**src/sv/tcf_pkg.sv**
```systemverilog
// ----------------------------------------------------------------------------
// tcf_pkg
// shared widths, register indexes, reset values, states and helper functions
// of the tilt filter and incremental pid core
// ----------------------------------------------------------------------------
`default_nettype none

package tcf_pkg;

  localparam int CORDIC_STEPS = 16;
  localparam int FRAC_BITS    = 16;

  localparam int RAW_W     = 16;
  localparam int OUT_W     = 32;
  localparam int CFG_W     = 32;
  localparam int CFG_IDX_W = 3;
  localparam int ALPHA_W   = 16;
  localparam int DT_W      = 16;
  localparam int RANGE_W   = 11;
  localparam int TGT_W     = 25;

  localparam int STEP_W   = $clog2(CORDIC_STEPS);
  localparam int PRESCALE = 14;
  localparam int CORDIC_W = RAW_W + PRESCALE + 4;
  localparam int ANG_FRAC = 24;
  localparam int Z_W      = ANG_FRAC + 9;
  localparam int ANG_SH   = ANG_FRAC - FRAC_BITS;
  localparam int ANG_RND  = (ANG_SH > 0) ? (1 << (ANG_SH - 1)) : 0;
  localparam int ACC_W    = FRAC_BITS + 9;

  localparam int GAIN_SH = 30;
  localparam logic signed [31:0] INV_GAIN = 32'sd652032874;

  localparam int DIFF_W      = RAW_W + 1;
  localparam int GPROD_W     = DIFF_W + RANGE_W + 1;
  localparam int GYRO_FS_SH  = 15;
  localparam int RATE_WIDE_W = GPROD_W + FRAC_BITS;
  localparam int RATE_W      = GPROD_W + FRAC_BITS - 14;
  localparam int DT_SH       = 16;
  localparam int INCR_W      = RATE_W;
  localparam int SUM_W       = ((INCR_W > OUT_W) ? INCR_W : OUT_W) + 1;

  localparam int ALPHA_SH = 15;
  localparam logic [ALPHA_W:0] ALPHA_ONE = 17'd32768;
  localparam int FUSE_RND = 1 << (ALPHA_SH - 1);

  localparam int MUL_A_PRE = (CORDIC_W > SUM_W) ? CORDIC_W : SUM_W;
  localparam int MUL_A_W   = (MUL_A_PRE > OUT_W) ? MUL_A_PRE : OUT_W;
  localparam int MUL_B_W   = 32;
  localparam int PROD_W    = MUL_A_W + MUL_B_W;

  localparam int FUSE_W = SUM_W + ALPHA_W + 3;
  localparam int PID_W  = 2 * OUT_W - FRAC_BITS + 3;
  localparam int MAC_W  = (FUSE_W > PID_W) ? FUSE_W : PID_W;

  localparam logic [CFG_IDX_W-1:0] REG_ALPHA      = 3'd0;
  localparam logic [CFG_IDX_W-1:0] REG_DT         = 3'd1;
  localparam logic [CFG_IDX_W-1:0] REG_RANGE      = 3'd2;
  localparam logic [CFG_IDX_W-1:0] REG_OFFSET     = 3'd3;
  localparam logic [CFG_IDX_W-1:0] REG_TARGET     = 3'd4;
  localparam logic [CFG_IDX_W-1:0] REG_COEF_NOW   = 3'd5;
  localparam logic [CFG_IDX_W-1:0] REG_COEF_PREV  = 3'd6;
  localparam logic [CFG_IDX_W-1:0] REG_COEF_PREV2 = 3'd7;

  localparam logic [ALPHA_W-1:0]        ALPHA_RST      = 16'd31130;
  localparam logic [DT_W-1:0]           DT_RST         = 16'd655;
  localparam logic [RANGE_W-1:0]        RANGE_RST      = 11'd250;
  localparam logic signed [RAW_W-1:0]   OFFSET_RST     = -16'sd601;
  localparam logic signed [TGT_W-1:0]   TARGET_RST     = 25'sd0;
  localparam logic signed [OUT_W-1:0]   COEF_NOW_RST   = 32'sd163840;
  localparam logic signed [OUT_W-1:0]   COEF_PREV_RST  = -32'sd163840;
  localparam logic signed [OUT_W-1:0]   COEF_PREV2_RST = 32'sd0;

  typedef enum logic [3:0] {
    ST_IDLE,
    ST_C1_START,
    ST_C1_RUN,
    ST_GAIN,
    ST_C2_RUN,
    ST_RATE,
    ST_INCR,
    ST_FUSE1,
    ST_FUSE2,
    ST_FUSE3,
    ST_ERR,
    ST_PID0,
    ST_PID1,
    ST_PID2,
    ST_PID3,
    ST_OUT
  } state_t;

  // atan(2^-i) in degrees, 24 fraction bits
  function automatic logic signed [Z_W-1:0] atan_deg(input logic [4:0] idx);
    logic signed [Z_W-1:0] v;
    case (idx)
      5'd0:  v = Z_W'(754974720);
      5'd1:  v = Z_W'(445687602);
      5'd2:  v = Z_W'(235489088);
      5'd3:  v = Z_W'(119537938);
      5'd4:  v = Z_W'(60000934);
      5'd5:  v = Z_W'(30029717);
      5'd6:  v = Z_W'(15018523);
      5'd7:  v = Z_W'(7509720);
      5'd8:  v = Z_W'(3754917);
      5'd9:  v = Z_W'(1877466);
      5'd10: v = Z_W'(938734);
      5'd11: v = Z_W'(469367);
      5'd12: v = Z_W'(234684);
      5'd13: v = Z_W'(117342);
      5'd14: v = Z_W'(58671);
      5'd15: v = Z_W'(29335);
      5'd16: v = Z_W'(14668);
      5'd17: v = Z_W'(7334);
      5'd18: v = Z_W'(3667);
      5'd19: v = Z_W'(1833);
      5'd20: v = Z_W'(917);
      5'd21: v = Z_W'(458);
      5'd22: v = Z_W'(229);
      5'd23: v = Z_W'(115);
      5'd24: v = Z_W'(57);
      5'd25: v = Z_W'(29);
      5'd26: v = Z_W'(14);
      5'd27: v = Z_W'(7);
      5'd28: v = Z_W'(4);
      5'd29: v = Z_W'(2);
      5'd30: v = Z_W'(1);
      default: v = '0;
    endcase
    return v;
  endfunction

  // clamp a wide signed value to the 32-bit output range
  function automatic logic signed [OUT_W-1:0] sat_out(input logic signed [MAC_W-1:0] v);
    logic signed [OUT_W-1:0] r;
    if (v[MAC_W-1:OUT_W-1] == '0 || v[MAC_W-1:OUT_W-1] == '1) begin
      r = v[OUT_W-1:0];
    end else if (v[MAC_W-1]) begin
      r = {1'b1, {(OUT_W-1){1'b0}}};
    end else begin
      r = {1'b0, {(OUT_W-1){1'b1}}};
    end
    return r;
  endfunction

endpackage

`default_nettype wire

```
**src/sv/tcf_mul.sv**
```systemverilog
// ----------------------------------------------------------------------------
// tcf_mul
// shared signed multiplier with registered product
// ----------------------------------------------------------------------------
`default_nettype none

module tcf_mul import tcf_pkg::*; (
  input  logic                      clk,
  input  logic signed [MUL_A_W-1:0] a,
  input  logic signed [MUL_B_W-1:0] b,
  output logic signed [PROD_W-1:0]  prod
);

  always_ff @(posedge clk) begin
    prod <= PROD_W'(a) * PROD_W'(b);
  end

endmodule

`default_nettype wire

```
**config.mk**
```make
export PLATFORM = sky130hd
export DESIGN_NAME = tcf_mul
export DESIGN_NICKNAME = d
export VERILOG_FILES = /design/src/sv/tcf_pkg.sv /design/src/sv/tcf_mul.sv
export SDC_FILE = /design/constraint.sdc
export NUM_CORES = 2
export LEC_CHECK = 0
export BUFFER_PORTS_ARGS = -buffer_cell sky130_fd_sc_hd__buf_2
export CORE_MARGIN = 4
export CORE_UTILIZATION = 43
export DETAILED_ROUTE_END_ITERATION = 10
export PLACE_DENSITY_LB_ADDON = 0.12
export SYNTH_ARGS = -nofsm -noshare
export SYNTH_HDL_FRONTEND = slang
export SYNTH_SLANG_ARGS = --single-unit
```
**constraint.sdc**
```tcl
create_clock -name clk -period 15.4 [get_ports clk]
set_clock_uncertainty 0.15 [all_clocks]
set_input_delay 2.31 -clock clk [delete_from_list [all_inputs] [get_ports clk]]
set_output_delay 2.31 -clock clk [all_outputs]
set_load 0.05 [all_outputs]
```
==> flow_metrics.py <==
metrics = {
    "run_status": {
        "status": "completed",
    },
    "logic_synthesis": {
        "yosys.cell_types.count": 61,
        "synth_top_area_share_pct": 57.6,
        "ys_seq_area_share_pct": 3.33,
        "synth_top_cell_by_area": "fa_1",
        "synthArstFlopShare_pct": 0,
        "avgSynthCellArea_um2": 9.42,
        "synth_warnings": 0,
        "syn-num-nets": 5609,
        "ys_top_cells_by_area": "fa_1 (58%), inv_1 (10%), and2_1 (8.4%)",
        "ys_ff_latch": 66,
        "ys.flop_type": "dfxtp_1",
        "synth_commonest_cells": "fa_1 (1142), inv_1 (1053), nand2_1 (565)",
        "yosysMostFrequentCell": "fa_1",
        "synth_cells": 4212,
        "synth_edf_count": 0,
        "netlist_area_um2": 39700,
    },
    "floorplan": {
        "core_area_um2": 91700,
        "pin_count": 133,
        "die-area_um2": 97200,
        "die_h_um": 312,
        "start_util_pct": 43.3,
        "die_width_um": 312,
        "num_rows": 111,
    },
    "critical_path": {
        "crit_family": "adder cells",
        "path_common_cell": "fa_1",
        "start_kind": "primary input",
        "path_class": "in -> reg",
        "critPathCaptureType": "register",
        "cp_cell_sequence": "buf_2 > and2_1 > fa_1 > fa_1 > fa_1 > inv_1 > fa_1 > inv_1 > fa_1 > inv_1 > fa_1 > fa_1 > fa_1 > inv_1 > ha_1 > a21oi_1 > nand3_1 > a2111oi_1 > a21o_1 > and3_4 > o21ai_0 > o41ai_1 > xnor2_1",
        "cp.arrival_ps": 10980,
        "crit_buf_inv": 5,
        "cp.depth": 23,
        "crit_fanout": 34,
        "cpPeakStageDelay_ps": 910,
        "crit_required_ps": 15600,
        "critPathSlowestCell": "fa_1",
    },
    "global_route": {
        "grt_usage_pct": 25.3,
        "antenna_found_initial": 9,
        "first_global_vias": 30277,
        "grt_pass1_wl_um": 188000,
        "grt_max_degree": 35,
        "grt_overflow_total": 0,
    },
    "clock_network": {
        "cts_setup_buffers": 0,
        "cts-hold-fix-buffers": 0,
        "ctsHtreeMaxLevel": 3,
        "cts-root-buf": "clkbuf_16",
        "ctsResizeCount": 0,
        "cts_tree": "done",
        "ctsLongestPathBuffers": 2,
        "clk_pin_slew_ps": 70,
        "cts_buffers": 9,
        "cts_num_sinks": 66,
    },
    "final_layout": {
        "top_register": "prod",
        "nets": 5549,
        "fillCellCount": 8965,
        "drive_gt1_share_pct": 4.76,
        "syn_to_final_growth_pct": 4.50,
        "reg_top3": "prod x66",
        "largest_register_ffs": 66,
    },
    "sta": {
        "finalCritPeriodShare_pct": 70.0,
        "finalCriticalPeriod_ps": 10780,
        "tightestPinTransition_ps": 1020,
        "rsz0062_at_grt": "no",
        "report.final.slew_viol_count": 0,
        "fmax_ghz": 0.0928,
        "tns_ps": 0,
        "hold_viol": 0,
        "maxSlewHeadroom_pct": 32.0,
        "setup_viol": 0,
    },
    "job": {
        "cap_viol_max_count": 0,
    },
    "detailed_routing": {
        "dr.pass1.iters": 5,
        "ant_nets": 0,
        "wl_per_cell_um": 21.8,
        "wirelength_um": 117000,
        "drc": 0,
        "drt_iter0_drc": 1601,
        "vias": 27280,
        "avgViaCountPerCell": 5.10,
    },
    "placed_design": {
        "hpwl_um": 94500,
        "io_buffers": 132,
        "routabilityCongestion": 0.868,
    },
    "worst_hold_path": {
        "hp-class": "in -> reg",
        "hold_depth": 2,
    },
}
[stage by stage]
| stage | std cells | setup WS (ps) | utilization [%] | instance area [µm²] | hold WS, ps |
|---|---|---|---|---|---|
| floorplan | 4212 | 5690 | - | 39700 | 2290 |
| global placement | 5327 | 4270 | 44.9 | 41200 | 2630 |
| detailed placement | 5327 | 4190 | 44.9 | 41200 | 2630 |
| CTS | 5343 | 4650 | 45.2 | 41500 | 2430 |
| global route | 5344 | 4170 | 45.2 | 41500 | 2460 |
| finish | 5347 | 4620 | 45.3 | 41500 | 2470 |
[routing by layer]
metal  wire [µm]  track usage (%)  up-vias
li1            -                -    11825
met1       52100             36.8    14659
met2       55000             40.3      682
met3        7460             4.80      108
met4        1940             4.40        6
met5          47                0        -
[kinds of logic (layout without fill, tap and decap cells)]
group                    Yosys count  in the layout  share of synthesized area [%]
AND/OR/NAND/NOR                 1244           1244                           15.6
other                              0              4                              0
XOR/XNOR                          73             73                           1.61
flip-flops                        66             66                           3.33
AO/OA/AOI/OAI                    219            219                           3.79
buffers and inverters           1280           1225                           12.1
adder cells (fa/ha/maj)         1330           1330                           63.5
[worst paths after layout]
kind / startpoint / endpoint
setup / recovery: b[3] / prod[61]
hold / removal: b[0] / prod[0]
[layout make-up]
| cell class | instances | area (µm²) | area share, % |
|---|---|---|---|
| Clock inverter | 5 | 60.1 | 0.145 |
| Timing Repair Buffer | 156 | 841 | 2.03 |
| Antenna cell | 4 | 10.0 | 0.0241 |
| Sequential cell | 66 | 1320 | 3.19 |
| Clock buffer | 11 | 253 | 0.609 |
| Inverter | 1053 | 3950 | 9.53 |
| Multi-Input combinational cell | 2866 | 33600 | 80.9 |
| Tap cell | 1186 | 1480 | 3.58 |
[cells in the final DEF, fill, tap and decap left out, types with 14 or more instances in the layout]
master | netlist | routed
inv_1 | 1053 | 1053
and2_1 | 534 | 534
dfxtp_1 | 66 | 66
ha_1 | 188 | 188
buf_4 | 0 | 24
xnor2_1 | 52 | 52
a21oi_1 | 73 | 73
nand2_1 | 565 | 565
xor2_1 | 21 | 21
nand2b_1 | 14 | 14
a21o_1 | 32 | 32
nand3_1 | 21 | 21
buf_2 | 8 | 132
nor2_1 | 64 | 64
fa_1 | 1142 | 1142
o21ai_0 | 35 | 35
Power is left out: the tool's default activity adds up to more than one toggle a clock period on the data nets, which glitch-free logic cannot reach.
